<file path="src/hw/rtl/slcpd_pkg.sv">
// shared types, constants and crc step for the sync/length/crc packet deframer
package slcpd_pkg;

  localparam int unsigned BYTE_W    = 8;
  localparam int unsigned CRC_W     = 16;
  localparam int unsigned CNT_W     = 6;
  localparam int unsigned PLEN_W    = 5;
  localparam int unsigned OUT_TDATA_W = 16;

  localparam logic [BYTE_W-1:0] SYNC_FIRST  = 8'h55;
  localparam logic [BYTE_W-1:0] SYNC_SECOND = 8'hAA;
  localparam logic [BYTE_W-1:0] MIN_LEN     = 8'd4;
  localparam logic [CRC_W-1:0]  CRC_POLY_RST = 16'h1021;

  // commands from the controller to the datapath
  typedef struct packed {
    logic len_load;   // take the current beat as packet length
    logic byte_take;  // store the current beat and advance the crc
    logic rd_en;      // read the next payload byte from the buffer
    logic out_load;   // move buffer read data into the output register
  } slcpd_cmd_t;

  // status from the datapath to the controller
  typedef struct packed {
    logic is_sync1;   // beat is the first sync byte
    logic is_sync2;   // beat is the second sync byte
    logic len_ok;     // beat is a usable length
    logic pkt_done;   // beat is the final byte of the packet
    logic crc_ok;     // residue including this beat is zero
    logic rd_last;    // byte in flight from the buffer is the last payload byte
    logic out_free;   // output register is empty or drains this cycle
  } slcpd_sts_t;

  // one byte of msb-first crc, non-reflected
  function automatic logic [CRC_W-1:0] crc_byte(input logic [CRC_W-1:0]  crc,
                                                 input logic [BYTE_W-1:0] b,
                                                 input logic [CRC_W-1:0]  poly);
    logic [CRC_W-1:0] c;
    c = crc ^ {b, 8'h00};
    for (int i = 0; i < 8; i++) begin
      if (c[CRC_W-1]) begin
        c = {c[CRC_W-2:0], 1'b0} ^ poly;
      end else begin
        c = {c[CRC_W-2:0], 1'b0};
      end
    end
    return c;
  endfunction

endpackage

</file>
<file path="src/hw/rtl/slcpd_ram.sv">
// generic single-write, single-read ram with registered read data
module slcpd_ram #(
  parameter int unsigned WIDTH = 8,
  parameter int unsigned DEPTH = 32,
  localparam int unsigned AW = (DEPTH > 1) ? $clog2(DEPTH) : 1
) (
  input  logic             clk_i,
  input  logic             we_i,
  input  logic [AW-1:0]    waddr_i,
  input  logic [WIDTH-1:0] wdata_i,
  input  logic             re_i,
  input  logic [AW-1:0]    raddr_i,
  output logic [WIDTH-1:0] rdata_o
);

  logic [WIDTH-1:0] mem_q [DEPTH];
  logic [WIDTH-1:0] rdata_q;

  // write port
  always_ff @(posedge clk_i) begin
    if (we_i) begin
      mem_q[waddr_i] <= wdata_i;
    end
  end

  // registered read port
  always_ff @(posedge clk_i) begin
    if (re_i) begin
      rdata_q <= mem_q[raddr_i];
    end
  end

  assign rdata_o = rdata_q;

endmodule

</file>
<file path="src/hw/rtl/slcpd_dp.sv">
// datapath: polynomial register, length and byte counters, crc, buffer and output register
module slcpd_dp #(
  parameter int unsigned MAX_PACKET_BYTES = 32
) (
  input  logic                       clk_i,
  input  logic                       rst_ni,
  input  logic                       cfg_wen_i,
  input  logic [15:0]                cfg_wdata_i,
  input  logic [7:0]                 rx_byte_i,
  input  slcpd_pkg::slcpd_cmd_t      cmd_i,
  output slcpd_pkg::slcpd_sts_t      sts_o,
  input  logic                       out_ready_i,
  output logic                       out_valid_o,
  output logic [7:0]                 out_byte_o,
  output logic [4:0]                 out_len_o,
  output logic                       out_last_o
);
  import slcpd_pkg::*;

  localparam int unsigned AW = (MAX_PACKET_BYTES > 1) ? $clog2(MAX_PACKET_BYTES) : 1;

  logic [CRC_W-1:0]  poly_q, poly_d;
  logic [CNT_W-1:0]  len_q, len_d;
  logic [CNT_W-1:0]  cnt_q, cnt_d;
  logic [CNT_W-1:0]  rd_idx_q, rd_idx_d;
  logic [CRC_W-1:0]  crc_q, crc_d;
  logic [CRC_W-1:0]  crc_next;
  logic              rd_last_q, rd_last_d;
  logic              out_valid_q, out_valid_d;
  logic [BYTE_W-1:0] out_byte_q;
  logic [PLEN_W-1:0] out_len_q;
  logic              out_last_q;
  logic [BYTE_W-1:0] ram_rdata;
  logic [CNT_W-1:0]  plen;

  assign crc_next = crc_byte(crc_q, rx_byte_i, poly_q);
  assign plen     = len_q - CNT_W'(2);

  // status toward the controller
  always_comb begin
    sts_o.is_sync1 = (rx_byte_i == SYNC_FIRST);
    sts_o.is_sync2 = (rx_byte_i == SYNC_SECOND);
    sts_o.len_ok   = (rx_byte_i >= MIN_LEN) && (rx_byte_i <= BYTE_W'(MAX_PACKET_BYTES));
    sts_o.pkt_done = ((cnt_q + CNT_W'(1)) == len_q);
    sts_o.crc_ok   = (crc_next == '0);
    sts_o.rd_last  = rd_last_q;
    sts_o.out_free = !out_valid_q || out_ready_i;
  end

  // counters, crc and configuration
  always_comb begin
    poly_d    = poly_q;
    len_d     = len_q;
    cnt_d     = cnt_q;
    crc_d     = crc_q;
    rd_idx_d  = rd_idx_q;
    rd_last_d = rd_last_q;
    if (cfg_wen_i) begin
      poly_d = cfg_wdata_i;
    end
    if (cmd_i.len_load) begin
      len_d    = rx_byte_i[CNT_W-1:0];
      cnt_d    = '0;
      crc_d    = '0;
      rd_idx_d = '0;
    end
    if (cmd_i.byte_take) begin
      cnt_d = cnt_q + CNT_W'(1);
      crc_d = crc_next;
    end
    if (cmd_i.rd_en) begin
      rd_idx_d  = rd_idx_q + CNT_W'(1);
      rd_last_d = (rd_idx_q == plen - CNT_W'(1));
    end
  end

  // output register: loaded from the buffer, cleared when the beat is taken
  always_comb begin
    out_valid_d = out_valid_q;
    if (cmd_i.out_load) begin
      out_valid_d = 1'b1;
    end else if (out_ready_i) begin
      out_valid_d = 1'b0;
    end
  end

  always_ff @(posedge clk_i or negedge rst_ni) begin
    if (!rst_ni) begin
      poly_q      <= CRC_POLY_RST;
      len_q       <= '0;
      cnt_q       <= '0;
      crc_q       <= '0;
      rd_idx_q    <= '0;
      rd_last_q   <= 1'b0;
      out_valid_q <= 1'b0;
    end else begin
      poly_q      <= poly_d;
      len_q       <= len_d;
      cnt_q       <= cnt_d;
      crc_q       <= crc_d;
      rd_idx_q    <= rd_idx_d;
      rd_last_q   <= rd_last_d;
      out_valid_q <= out_valid_d;
    end
  end

  // output payload, no reset needed
  always_ff @(posedge clk_i) begin
    if (cmd_i.out_load) begin
      out_byte_q <= ram_rdata;
      out_len_q  <= plen[PLEN_W-1:0];
      out_last_q <= rd_last_q;
    end
  end

  // packet buffer
  slcpd_ram #(
    .WIDTH(BYTE_W),
    .DEPTH(MAX_PACKET_BYTES)
  ) u_buf (
    .clk_i  (clk_i),
    .we_i   (cmd_i.byte_take),
    .waddr_i(cnt_q[AW-1:0]),
    .wdata_i(rx_byte_i),
    .re_i   (cmd_i.rd_en),
    .raddr_i(rd_idx_q[AW-1:0]),
    .rdata_o(ram_rdata)
  );

  assign out_valid_o = out_valid_q;
  assign out_byte_o  = out_byte_q;
  assign out_len_o   = out_len_q;
  assign out_last_o  = out_last_q;

  // a held beat is never overwritten
  a_no_overwrite: assert property (@(posedge clk_i) disable iff (!rst_ni)
    cmd_i.out_load |-> !out_valid_q)
    else $error("output register loaded while holding a beat");

  // bytes are only stored below the announced length
  a_store_in_range: assert property (@(posedge clk_i) disable iff (!rst_ni)
    cmd_i.byte_take |-> (cnt_q < len_q) && (len_q <= CNT_W'(MAX_PACKET_BYTES)))
    else $error("byte stored beyond packet length");

endmodule

</file>
<file path="src/hw/rtl/slcpd_ctrl.sv">
// controller: sync hunt, length, collection and payload drain sequencing
module slcpd_ctrl (
  input  logic                  clk_i,
  input  logic                  rst_ni,
  input  logic                  in_valid_i,
  output logic                  in_ready_o,
  input  slcpd_pkg::slcpd_sts_t sts_i,
  output slcpd_pkg::slcpd_cmd_t cmd_o
);
  import slcpd_pkg::*;

  typedef enum logic [5:0] {
    ST_HUNT     = 6'b000001,
    ST_NEED_AA  = 6'b000010,
    ST_NEED_LEN = 6'b000100,
    ST_DATA     = 6'b001000,
    ST_DRAIN_RD = 6'b010000,
    ST_DRAIN_LD = 6'b100000
  } state_e;

  state_e state_q, state_d;
  logic   acc;

  // input is open in every state except the drain
  assign in_ready_o = (state_q == ST_HUNT) || (state_q == ST_NEED_AA) ||
                      (state_q == ST_NEED_LEN) || (state_q == ST_DATA);
  assign acc = in_valid_i && in_ready_o;

  // next state and commands
  always_comb begin
    state_d = state_q;
    cmd_o   = '0;
    case (state_q)
      ST_HUNT: begin
        if (acc && sts_i.is_sync1) begin
          state_d = ST_NEED_AA;
        end
      end
      ST_NEED_AA: begin
        if (acc) begin
          if (sts_i.is_sync2) begin
            state_d = ST_NEED_LEN;
          end else if (!sts_i.is_sync1) begin
            state_d = ST_HUNT;
          end
        end
      end
      ST_NEED_LEN: begin
        if (acc && sts_i.len_ok) begin
          cmd_o.len_load = 1'b1;
          state_d        = ST_DATA;
        end
      end
      ST_DATA: begin
        if (acc) begin
          cmd_o.byte_take = 1'b1;
          if (sts_i.pkt_done) begin
            state_d = sts_i.crc_ok ? ST_DRAIN_RD : ST_HUNT;
          end
        end
      end
      ST_DRAIN_RD: begin
        if (sts_i.out_free) begin
          cmd_o.rd_en = 1'b1;
          state_d     = ST_DRAIN_LD;
        end
      end
      ST_DRAIN_LD: begin
        cmd_o.out_load = 1'b1;
        state_d        = sts_i.rd_last ? ST_HUNT : ST_DRAIN_RD;
      end
      default: begin
        state_d = ST_HUNT;
      end
    endcase
  end

  always_ff @(posedge clk_i or negedge rst_ni) begin
    if (!rst_ni) begin
      state_q <= ST_HUNT;
    end else begin
      state_q <= state_d;
    end
  end

  // every buffer read lands in the output register in the next cycle
  a_rd_then_load: assert property (@(posedge clk_i) disable iff (!rst_ni)
    cmd_o.rd_en |=> cmd_o.out_load)
    else $error("buffer read without output load");

  // input stays held off while a packet drains
  a_no_take_in_drain: assert property (@(posedge clk_i) disable iff (!rst_ni)
    (cmd_o.rd_en || cmd_o.out_load) |-> !(cmd_o.byte_take || cmd_o.len_load))
    else $error("input taken during drain");

endmodule

</file>
<file path="src/hw/rtl/sync_length_crc_packet_deframer_top.sv">
// Top level of the sync/length/CRC-16 packet deframer.
// Throughput: one received byte per cycle while hunting, reading the length and collecting.
// After the last packet byte with a zero residue, payload beats leave one at a time, each
// by a buffer read and then an output register load, a read waiting for a free register,
// and input is held off until the last beat sits in the output register.
// Reset: controller to hunting, counters and crc cleared, polynomial 0x1021; buffer undefined.
module sync_length_crc_packet_deframer_top #(
  parameter int unsigned MAX_PACKET_BYTES = 32
) (
  input  logic        clk_i,
  input  logic        rst_ni,
  // configuration: crc polynomial
  input  logic        cfg_wen_i,
  input  logic [15:0] cfg_wdata_i,
  // received bytes
  input  logic        s_axis_tvalid_i,
  output logic        s_axis_tready_o,
  input  logic [7:0]  s_axis_tdata_i,   // [7:0] rx_byte
  // payload beats
  output logic        m_axis_tvalid_o,
  input  logic        m_axis_tready_i,
  output logic [15:0] m_axis_tdata_o,   // [7:0] payload_byte, [12:8] payload_length, zero above
  output logic        m_axis_tlast_o    // payload_last
);
  import slcpd_pkg::*;

  slcpd_cmd_t        cmd;
  slcpd_sts_t        sts;
  logic [BYTE_W-1:0] out_byte;
  logic [PLEN_W-1:0] out_len;

  // sequencing
  slcpd_ctrl u_ctrl (
    .clk_i     (clk_i),
    .rst_ni    (rst_ni),
    .in_valid_i(s_axis_tvalid_i),
    .in_ready_o(s_axis_tready_o),
    .sts_i     (sts),
    .cmd_o     (cmd)
  );

  // datapath and buffer
  slcpd_dp #(
    .MAX_PACKET_BYTES(MAX_PACKET_BYTES)
  ) u_dp (
    .clk_i      (clk_i),
    .rst_ni     (rst_ni),
    .cfg_wen_i  (cfg_wen_i),
    .cfg_wdata_i(cfg_wdata_i),
    .rx_byte_i  (s_axis_tdata_i),
    .cmd_i      (cmd),
    .sts_o      (sts),
    .out_ready_i(m_axis_tready_i),
    .out_valid_o(m_axis_tvalid_o),
    .out_byte_o (out_byte),
    .out_len_o  (out_len),
    .out_last_o (m_axis_tlast_o)
  );

  // pack the output beat
  assign m_axis_tdata_o = {(OUT_TDATA_W - PLEN_W - BYTE_W)'(0), out_len, out_byte};

endmodule

</file>
<file path="config.mk">
export PLATFORM = sky130hd
export DESIGN_NAME = sync_length_crc_packet_deframer_top
export DESIGN_NICKNAME = d
export VERILOG_FILES = /design/src/hw/rtl/slcpd_pkg.sv /design/src/hw/rtl/slcpd_ram.sv /design/src/hw/rtl/slcpd_dp.sv /design/src/hw/rtl/slcpd_ctrl.sv /design/src/hw/rtl/sync_length_crc_packet_deframer_top.sv
export SDC_FILE = /design/constraint.sdc
export NUM_CORES = 1
export LEC_CHECK = 0
export ABC_AREA = 1
export BUFFER_PORTS_ARGS = -buffer_cell sky130_fd_sc_hd__buf_2
export CORE_ASPECT_RATIO = 1.2
export CORE_MARGIN = 4
export CORE_UTILIZATION = 57
export DETAILED_ROUTE_END_ITERATION = 10
export GPL_TIMING_DRIVEN = 0
export PLACE_DENSITY = 0.7
export SYNTH_ARGS = -nofsm -noshare
export SYNTH_HDL_FRONTEND = slang
export SYNTH_SLANG_ARGS = --single-unit
</file>
<file path="constraint.sdc">
create_clock -name clk_i -period 5.1 [get_ports clk_i]
set_input_delay 1.275 -clock clk_i [delete_from_list [all_inputs] [get_ports clk_i]]
set_output_delay 1.275 -clock clk_i [all_outputs]
set_load 0.02 [all_outputs]
</file>
# == Word level (Yosys, flattened, before mapping) ==
# Memories as Yosys holds them, arrays and structs flattened. A register that Yosys moved wholly into a read port is not among the register bits.
# Cells that the tools add are included.
# Widths: inputs -> output; s select.
# word_totals
rom_bits,0
ram_bits,256
in_bits,29
n_memories,1
ff_bits,72
latch_bits,0
# classes
n_shift,0
n_addsub,4
mux,35
order_cmp,2
n_eq_ne,17
mul,0
n_reduce_logical,14
div,0
bitwise_logic,9
# memory_table
memory,words,word_bits,rd,rd_clocked_by_memory_dff,write_ports,line_no,rtl
u_dp.u_buf.mem_q,32,8,1,1,1,slcpd_ram.sv:16,logic [WIDTH-1:0] mem_q [DEPTH];
# ops
operator,n
$mux 16,10
$xor 16x16->16,9
$mux 6,11
$pmux 6 s6,1
$logic_not 16->1,1
$add 6x1->6 const B,2
$eq 6x6->1,2
$mux 1,11
$mux 5,2
$eq 8x7->1 const B,1
$eq 8x8->1 const B,1
$ge 8x3->1 const B,1
$le 8x6->1 const B,1
$ne 2x2->1 const B,4
$reduce_and 7->1,1
$eq 6x1->1 const B,1
$eq 6x2->1 const B,1
$eq 6x3->1 const B,1
$eq 6x4->1 const B,1
$eq 6x5->1 const B,1
$eq 6x6->1 const B,1
$reduce_bool 2->1,3
$sub 6x1->6 const B,1
$sub 6x2->6 const B,1
other kinds (5),12

# == Depth between registers and ports, before layout ==
# Gate-level depths: netlist of the first run.
# depth
depth_word,22
mapped_depth,38

# == By module ==
# Synthesis of the first run repeated with hierarchy kept, for this count alone.
# hier_totals
cells_unflattened,1791
area_unflattened_um2,16796.1
# by_module_without_submodules
mod,area_each_um2,n_inst,seq_area_each_um2,cells_per_inst
slcpd_ram,10866.7,1,7927.6,922
slcpd_dp,5367.6,1,1725.4,783
slcpd_ctrl,535.5,1,151.4,82
sync_length_crc_packet_deframer_top,26.3,1,0.0,4

# == Worst setup path after synthesis of the first run ==
# OpenSTA, ideal clock, no wires.
# synth_timing
path_type,in2reg
from,input port s_axis_tdata_i[7]
to,register u_ctrl.state_q[4]
t_required_ps,5035
cell_stages,33
arrival_ps,3936
setup_ps,65
slack_ps,1099
path_cell_list,inv_2 nand2_1 nand2_2 nand3_2 nand2_4 nand3_1 nand2_4 nand2_1 nand2_1 nand2_2 nand2_1 nand2_1 nand2_1 buf_6 nand3_4 nand2_4 buf_6 nand2_1 nand3_1 nand2_1 inv_1 nand2_2 nand2_2 buf_6 buf_6 nand2_1 a21oi_1 nand3_1 nor2_1 nand3_1 nand2_1 nand2_1 nand2_1
# synth_between
elab_chain_len,21
# synth_rtl
item,line_no,rtl
from (decl),sync_length_crc_packet_deframer_top.sv:18,"input logic [7:0] s_axis_tdata_i,"
$xor 16x16->16,slcpd_pkg.sv:39,"c = crc ^ {b, 8'h00};"
$mux 16,slcpd_pkg.sv:41,if (c[CRC_W-1]) begin
$xor 16x16->16,slcpd_pkg.sv:42,"c = {c[CRC_W-2:0], 1'b0} ^ poly;"
$mux 16,slcpd_pkg.sv:41,
$xor 16x16->16,slcpd_pkg.sv:42,
$mux 16,slcpd_pkg.sv:41,
$xor 16x16->16,slcpd_pkg.sv:42,
$mux 16,slcpd_pkg.sv:41,
[... 5 more ...],n/a,
$mux 16,slcpd_pkg.sv:41,
$xor 16x16->16,slcpd_pkg.sv:42,
$mux 16,slcpd_pkg.sv:41,
$logic_not 16->1,slcpd_dp.sv:45,sts_o.crc_ok = (crc_next == '0);
$mux 5,slcpd_ctrl.sv:58,state_d = sts_i.crc_ok ? ST_DRAIN_RD : ST_HUNT;
$mux 6,slcpd_ctrl.sv:57,if (sts_i.pkt_done) begin
$mux 6,slcpd_ctrl.sv:55,if (acc) begin
$pmux 6 s6,slcpd_ctrl.sv:33,case (state_q)
to (signal assigned),slcpd_ctrl.sv:82,state_q <= state_d;
to (decl),slcpd_ctrl.sv:21,"state_e state_q, state_d;"
# Several ways; a longest one is shown, not always the timed one. The select of a mux whose other input is x is not followed.
# A chain may end at the register's enable or synchronous reset.

# == Worst setup path in the final report of the first run ==
# layout_timing
from,input port s_axis_tdata_i[4]
to,register u_ctrl.state_q[4]
# layout_between
elab_chain_len,21
# layout_rtl
item,line_no
$xor 16x16->16,slcpd_pkg.sv:39
$xor 16x16->16,slcpd_pkg.sv:42
$mux 16,slcpd_pkg.sv:41
$xor 16x16->16,slcpd_pkg.sv:42
$mux 16,slcpd_pkg.sv:41
$xor 16x16->16,slcpd_pkg.sv:42
$mux 16 (2 in series),slcpd_pkg.sv:41
$xor 16x16->16,slcpd_pkg.sv:42
[... 4 more ...],n/a
$mux 16,slcpd_pkg.sv:41
$xor 16x16->16,slcpd_pkg.sv:42
$mux 16,slcpd_pkg.sv:41
$logic_not 16->1,slcpd_dp.sv:45
$mux 5,slcpd_ctrl.sv:58
$mux 6,slcpd_ctrl.sv:57
$mux 6,slcpd_ctrl.sv:55
$pmux 6 s6,slcpd_ctrl.sv:33
# Several ways; a longest one is shown, not always the timed one. The select of a mux whose other input is x is not followed.

==> impl_metrics.csv, run 1 <==
group,metric,value,unit
power_and_ir_drop,power_frac_comb,0.261,
global_routing,gr-total-overflow,0,
detailed_routing,drc,0,
power_and_ir_drop,swShare,0.330,
worst_setup_path,end_kind,"flop",
min_path,hold_class,"flop to flop",
worst_setup_path,r2r_slack,720,ps
status,status,"finished clean",
die,initial_core_util,0.584,
job,cap_viol_max_count,0,
synthesis,synth.area.top_cells,"edfxtp_1 51%, nand2_1 8.9%, dfrtp_1 8.2%, o21ai_0 5.8%, nor2_1 4.9%",
layout,multi_input_area,0.00565,mm^2
synthesis,ys.flop_type,"edfxtp_1",
synthesis,synth-edff-count,278,
placement,post-dp-hpwl,34.5,mm
clocking,root_buffer,"clkbuf_16",
clocking,clock_latency,530,ps
synthesis,synthCells,1752,
power_and_ir_drop,power_density,405,mW/mm^2
die,dieArea,0.0316,mm^2
global_routing,first_global_vias,12700,
layout,final_common_cell,"nand2_1",
die,num_rows,67,
sta,slew_headroom,0.220,
sta,tightestPinTransition,1170,ps
clocking,clock_sinks,336,
detailed_routing,num_vias,13200,
worst_setup_path,required,5550,ps
placement,port_buffers,43,
detailed_routing,vias_per_cell,5.90,
layout,register_area,0.00980,mm^2
sta,finalCritPeriodShare,0.929,
worst_setup_path,cpMaxStageDelayCell,"buf_4",
synthesis,synth_top_cell_area_share,0.508,
power_and_ir_drop,vdd_drop_max,320,uV
placement,dp_cells,2176,
placement,gp_congestion,0.995,
sta,report.final.setup_viol,0,
worst_setup_path,cp_max_fo,36,
sta,finClkSkew,26.2,ps
layout,layout-drive-gt1-share,0.0797,
die,ios,48,
worst_setup_path,start_kind,"input port",
global_routing,antenna_found_initial,0,
detailed_routing,wl_per_cell,22.3,um
synthesis,yosys_warnings,0,
worst_setup_path,worstPathArrival,5190,ps
power_and_ir_drop,clock_power_share,0.327,
power_and_ir_drop,power,7.39,mW
power_and_ir_drop,seqPwrFrac,0.412,
layout,diodes,0,
sta,fin_hold_ws,417,ps
layout,area_growth,10.9,%
layout,fin_nets,1871,
synthesis,yosysSeqAreaShare,0.596,
clocking,cts_setup_buffers,0,
worst_setup_path,critPathTopFamily,"simple AND/OR/NAND/NOR gates",
die,fp.dieH,194,um
sta,drv_slew,0,
worst_setup_path,cp_slowest_stage_delay,390,ps
clocking,cts_made_buffers,34,
detailed_routing,dr.first_iter.drc_count,1274,
synthesis,ys_async_sr_fraction,0.173,
clocking,cts_tree,"done",
global_routing,grt_max_degree,59,
synthesis,syn_avg_cell_area,9.38,um^2
sta,fmax,211,MHz
synthesis,syn-cell-area,0.0164,mm^2
detailed_routing,first_pass_iters,6,
layout,final_cell_mix,"391 x nand2_1, 278 x edfxtp_1, 214 x nor2_1",
global_routing,grt_pass1_wl,74.6,mm
worst_setup_path,crit_type,"input port to flop",
clocking,clk_transition_reported_paths,60,ps
die,core_area,0.0282,mm^2
sta,rsz0062_at_grt,"false",
power_and_ir_drop,p_int,4.95,mW
clocking,htree_num_levels,2,
synthesis,yosys.area.top_type,"edfxtp_1",
layout,finalNonFillerCells,2235,
detailed_routing,final_antenna_net_count,0,
clocking,clockBufferDepth,3,
synthesis,synth_cell_types,41,
global_routing,grt_util_all_layers,0.313,
sta,min_period,4740,ps
power_and_ir_drop,switching_power,2.44,mW
die,fp.dieW,163,um
synthesis,synth_seq_cells,336,
sta,hold_viol,0,
layout,nFillCells,2383,
power_and_ir_drop,power.leakage,7.21,nW
detailed_routing,wl,49.8,mm
worst_setup_path,cp_common_cell,"nand2_1",
worst_setup_path,path_buf_inv,9,
routing by layer:
metal | vias to the layer above | global-route usage | wire length, um
met1 | 6293 | 0.370 | 17900
met3 | 158 | 0.0421 | 3300
met5 | - | 0 | 0
met2 | 583 | 0.548 | 25300
li1 | 6150 | - | -
met4 | 0 | 0.170 | 3240
flip-flops by register name (all words and copies together) (netlist names):
register and count:
u_dp.crc_q 16, u_dp.out_len_o 5, u_dp.out_valid_o 1, u_dp.rd_idx_q 6
u_dp.rd_last_q 1, u_dp.out_last_o 1, u_dp.len_q 6, u_ctrl.state_q 6
u_dp.poly_q 16, u_dp.u_buf.rdata_o 8, u_dp.cnt_q 6, u_dp.out_byte_o 8
u_dp.u_buf.mem_q 256
final cells by class:
cell class	instances	area share
repair buffers	43	0.0136
inverters	143	0.0295
clock inverters	18	0.00851
clock buffers	41	0.0493
multi-input cells	1173	0.310
well taps	379	0.0260
plain buffers	102	0.0252
flip-flops and latches	336	0.538
cells by family after synthesis:
logic type	Yosys count	share of synthesized area
XOR/XNOR	50	0.0266
multiplexers	3	0.00205
other	1	0.000228
AND/OR/NAND/NOR	791	0.201
buffers and inverters	245	0.0605
AO/OA/AOI/OAI	317	0.107
adder cells (fa/ha/maj)	9	0.00685
flip-flops	336	0.596
worst paths after layout:
path / startpoint / end / cells after the start
setup / recovery: s_axis_tdata_i[4] / u_ctrl.state_q[4] / 34
setup reg to reg: u_dp.cnt_q[2] / u_dp.rd_last_q / 16
min in group asynchronous: rst_ni / u_ctrl.state_q[4] / 1
hold / removal: u_dp.u_buf.rdata_o[3] / u_dp.out_byte_o[3] / 0
max in group asynchronous: rst_ni / u_dp.poly_q[14] / 1
hold reg to reg: u_dp.u_buf.rdata_o[3] / u_dp.out_byte_o[3] / 0
stage by stage:
step                area [um^2]  utilization  setup slack [ps]  TNS (ps)
floorplan                 16400            -              1100         0
global route              18200        0.647              1.25         0
global placement          17100        0.608              -406      -737
detailed placement        17100        0.608              -482     -1280
CTS                       18200        0.646              18.4         0
finish                    18200        0.647               360         0
power groups by stage:
stage / combinational (mW) / sequential, mW / clock (mW)
after floorplan: 1.30 / 3.09 / 0
after global placement: 1.86 / 3.10 / 0
after detailed placement: 1.89 / 3.10 / 0
after CTS: 1.90 / 3.04 / 2.43
after global routing: 2.13 / 3.04 / 2.54
final: 1.93 / 3.04 / 2.41
synth_stat cells, drive strengths merged, types with 3 or more instances:
master and instances:
nand2 406, edfxtp 278, nor2 215, o21ai 194, nand3 147, inv 140
o22ai 90, clkbuf 78, dfrtp 54, xor2 32, buf 24, xnor2 18
a21oi 15, nand4 11, ha 9, nor4 7, dfstp 4, nor3 4
o21bai 4, a2111oi 3, a32o 3, clkinv 3, mux2 3, o31ai 3
what timing repair did:
item | 4_1_cts | 5_1_grt
hold endpoints to repair | 0 | 0
endpoints found under the setup margin | 0 | 2
hold buffers | 0 | 0
resized for setup | 0 | 16
(Power assumes the default switching activity.)
==> run 2, diff against run 1 <==
Settings changed: MAX_ROUTING_LAYER from default to met4.
==> run 2 against run 1 <==
Clock power hardly changed. Critical path depth decreased by 3. Final cell count about the same. Via count down 0.19%. Cell area about the same. Count of clock-buffer cells in the layout grew 6. Core utilization about the same. Worst hold slack better by 0.58 ps. Combinational power is essentially flat. Fmax down 0.25%. Sequential power is essentially flat. Sequential share of layout area barely moved. Critical endpoint unchanged.
==> impl_metrics.csv, run 2 (same netlist as run 1, synthesis figures left out) <==
group,metric,value,unit
worst_setup_path,cp_slowest_stage_delay,370,ps
placement,gp_congestion,1.02,
sta,report.final.setup_viol,0,
power_and_ir_drop,switching_power,2.43,mW
worst_setup_path,endpoint,"u_ctrl.state_q[4]",
global_routing,first_global_vias,12500,
placement,port_buffers,43,
sta,finalCritPeriodShare,0.932,
detailed_routing,first_pass_iters,5,
die,initial_core_util,0.584,
sta,finClkSkew,26.9,ps
placement,preCtsSetupSlack,-505,ps
sta,slew_headroom,0.126,
die,ios,48,
global_routing,gr-total-overflow,0,
job,cap_viol_max_count,0,
power_and_ir_drop,seqPwrFrac,0.412,
detailed_routing,num_vias,13200,
clocking,root_buffer,"clkbuf_16",
layout,top_register,"u_dp.u_buf.mem_q",
clocking,cts_hold_buf,0,
min_path,hold_class,"flop to flop",
clocking,cts_made_buffers,35,
placement,post-dp-hpwl,34.7,mm
sta,fin_hold_ws,417,ps
worst_setup_path,cpMaxStageDelayCell,"buf_4",
layout,fin_nets,1872,
sta,setup_tns,0,ps
layout,final_common_cell,"nand2_1",
worst_setup_path,start_kind,"input port",
die,num_rows,67,
detailed_routing,vias_per_cell,5.89,
detailed_routing,final_antenna_net_count,0,
global_routing,antenna_found_initial,0,
die,core_area,0.0282,mm^2
layout,final_cell_mix,"390 x nand2_1, 278 x edfxtp_1, 214 x nor2_1",
layout,diodes,0,
power_and_ir_drop,power.leakage,7.21,nW
worst_setup_path,end_kind,"flop",
worst_setup_path,worstReg2RegEnd,"u_dp.rd_last_q",
layout,layout-drive-gt1-share,0.0797,
clocking,clock_sinks,336,
power_and_ir_drop,vdd_drop_max,324,uV
layout,finalNonFillerCells,2236,
clocking,htree_num_levels,2,
global_routing,grt_util_all_layers,0.323,
detailed_routing,dr.first_iter.drc_count,1350,
sta,fmax,210,MHz
clocking,clockBufferDepth,3,
clocking,cts_tree,"done",
sta,hold_viol,0,
sta,rsz0062_at_grt,"false",
sta,setup_slack,348,ps
layout,stdcell_area,0.0182,mm^2
placement,dp_cells,2176,
sta,tightestPinTransition,1310,ps
status,status,"finished clean",
sta,min_period,4750,ps
worst_setup_path,startpoint,"s_axis_tdata_i[5]",
placement,place_area,0.0171,mm^2
layout,largest_register_ffs,256,
worst_setup_path,cp_max_fo,37,
power_and_ir_drop,power,7.38,mW
die,fp.dieH,194,um
detailed_routing,drc,0,
sta,drv_slew,0,
power_and_ir_drop,power_density,405,mW/mm^2
global_routing,grt_pass1_wl,74.6,mm
global_routing,grt_max_degree,59,
layout,area_growth,10.8,%
detailed_routing,wl,50.2,mm
power_and_ir_drop,p_int,4.95,mW
layout,nFillCells,2374,
worst_setup_path,r2r-start,"u_dp.cnt_q[2]",
clocking,clock_latency,520,ps
die,dieArea,0.0316,mm^2
worst_setup_path,worstPathArrival,5210,ps
power_and_ir_drop,swShare,0.330,
power_and_ir_drop,clock_power_share,0.325,
clocking,clk_transition_reported_paths,60,ps
worst_setup_path,cp_common_cell,"nand2_1",
worst_setup_path,r2r_slack,500,ps
die,fp.dieW,163,um
detailed_routing,wl_per_cell,22.5,um
power_and_ir_drop,power_frac_comb,0.263,
worst_setup_path,crit_type,"input port to flop",
layout,largestRegisters,"u_dp.u_buf.mem_q: 256 flops, u_dp.crc_q: 16 flops, u_dp.poly_q: 16 flops",
worst_setup_path,worst_r2r_path_depth,16,
layout,fin_util,0.647,
worst_setup_path,required,5550,ps
## run 2: cell type report
class                      count  area, um^2  share of cell area
clock inverter                13         101             0.00556
inverter                     143         537              0.0295
clock buffer                  47         951              0.0522
timing repair buffer          43         244              0.0134
multi-input combinational   1173        5650               0.310
buffer                       102         458              0.0251
tap                          379         474              0.0260
sequential                   336        9800               0.538
## run 2: power groups by stage
stage                     clock network [mW]  logic, mW  registers [mW]
after floorplan                            0       1.30            3.09
after CTS                               2.41       1.90            3.04
after detailed placement                   0       1.90            3.10
after global placement                     0       1.87            3.10
final                                   2.40       1.94            3.04
after global routing                    2.52       2.12            3.04
## run 2: repair_timing
action,4_1_cts,5_1_grt
resized for setup,0,14
setup buffers,0,0
endpoints found under the setup margin,0,2
hold endpoints to repair,0,0
## run 2: how the worst min path moves through the flow
stage	startpoint	end	slack, ps	depth (start not counted)
after detailed placement	u_dp.u_buf.rdata_o[4]	u_dp.out_byte_o[4]	400	0
after floorplan	u_dp.u_buf.rdata_o[0]	u_dp.out_byte_o[0]	400	0
after CTS	u_dp.u_buf.rdata_o[4]	u_dp.out_byte_o[4]	420	0
final	u_dp.u_buf.rdata_o[3]	u_dp.out_byte_o[3]	420	0
after global routing	u_dp.u_buf.rdata_o[3]	u_dp.out_byte_o[3]	420	0
after global placement	u_dp.u_buf.rdata_o[2]	u_dp.out_byte_o[2]	400	0
## run 2: worst max-delay path, delay by kind of cell
| family | cells | cell delay (ps) |
|---|---|---|
| AOI/OAI and AO/OA | 1 | 220 |
| buffers and inverters | 6 | 1170 |
| and+or+nand+nor | 24 | 2500 |
## run 2: per-layer routing
| layer | global-route usage | up-vias | wire length, um |
|---|---|---|---|
| met4 | 0.157 | 0 | 2900 |
| met3 | 0.0370 | 149 | 3190 |
| met5 | - | - | 0 |
| li1 | - | 6143 | - |
| met2 | 0.558 | 583 | 25800 |
| met1 | 0.373 | 6284 | 18300 |
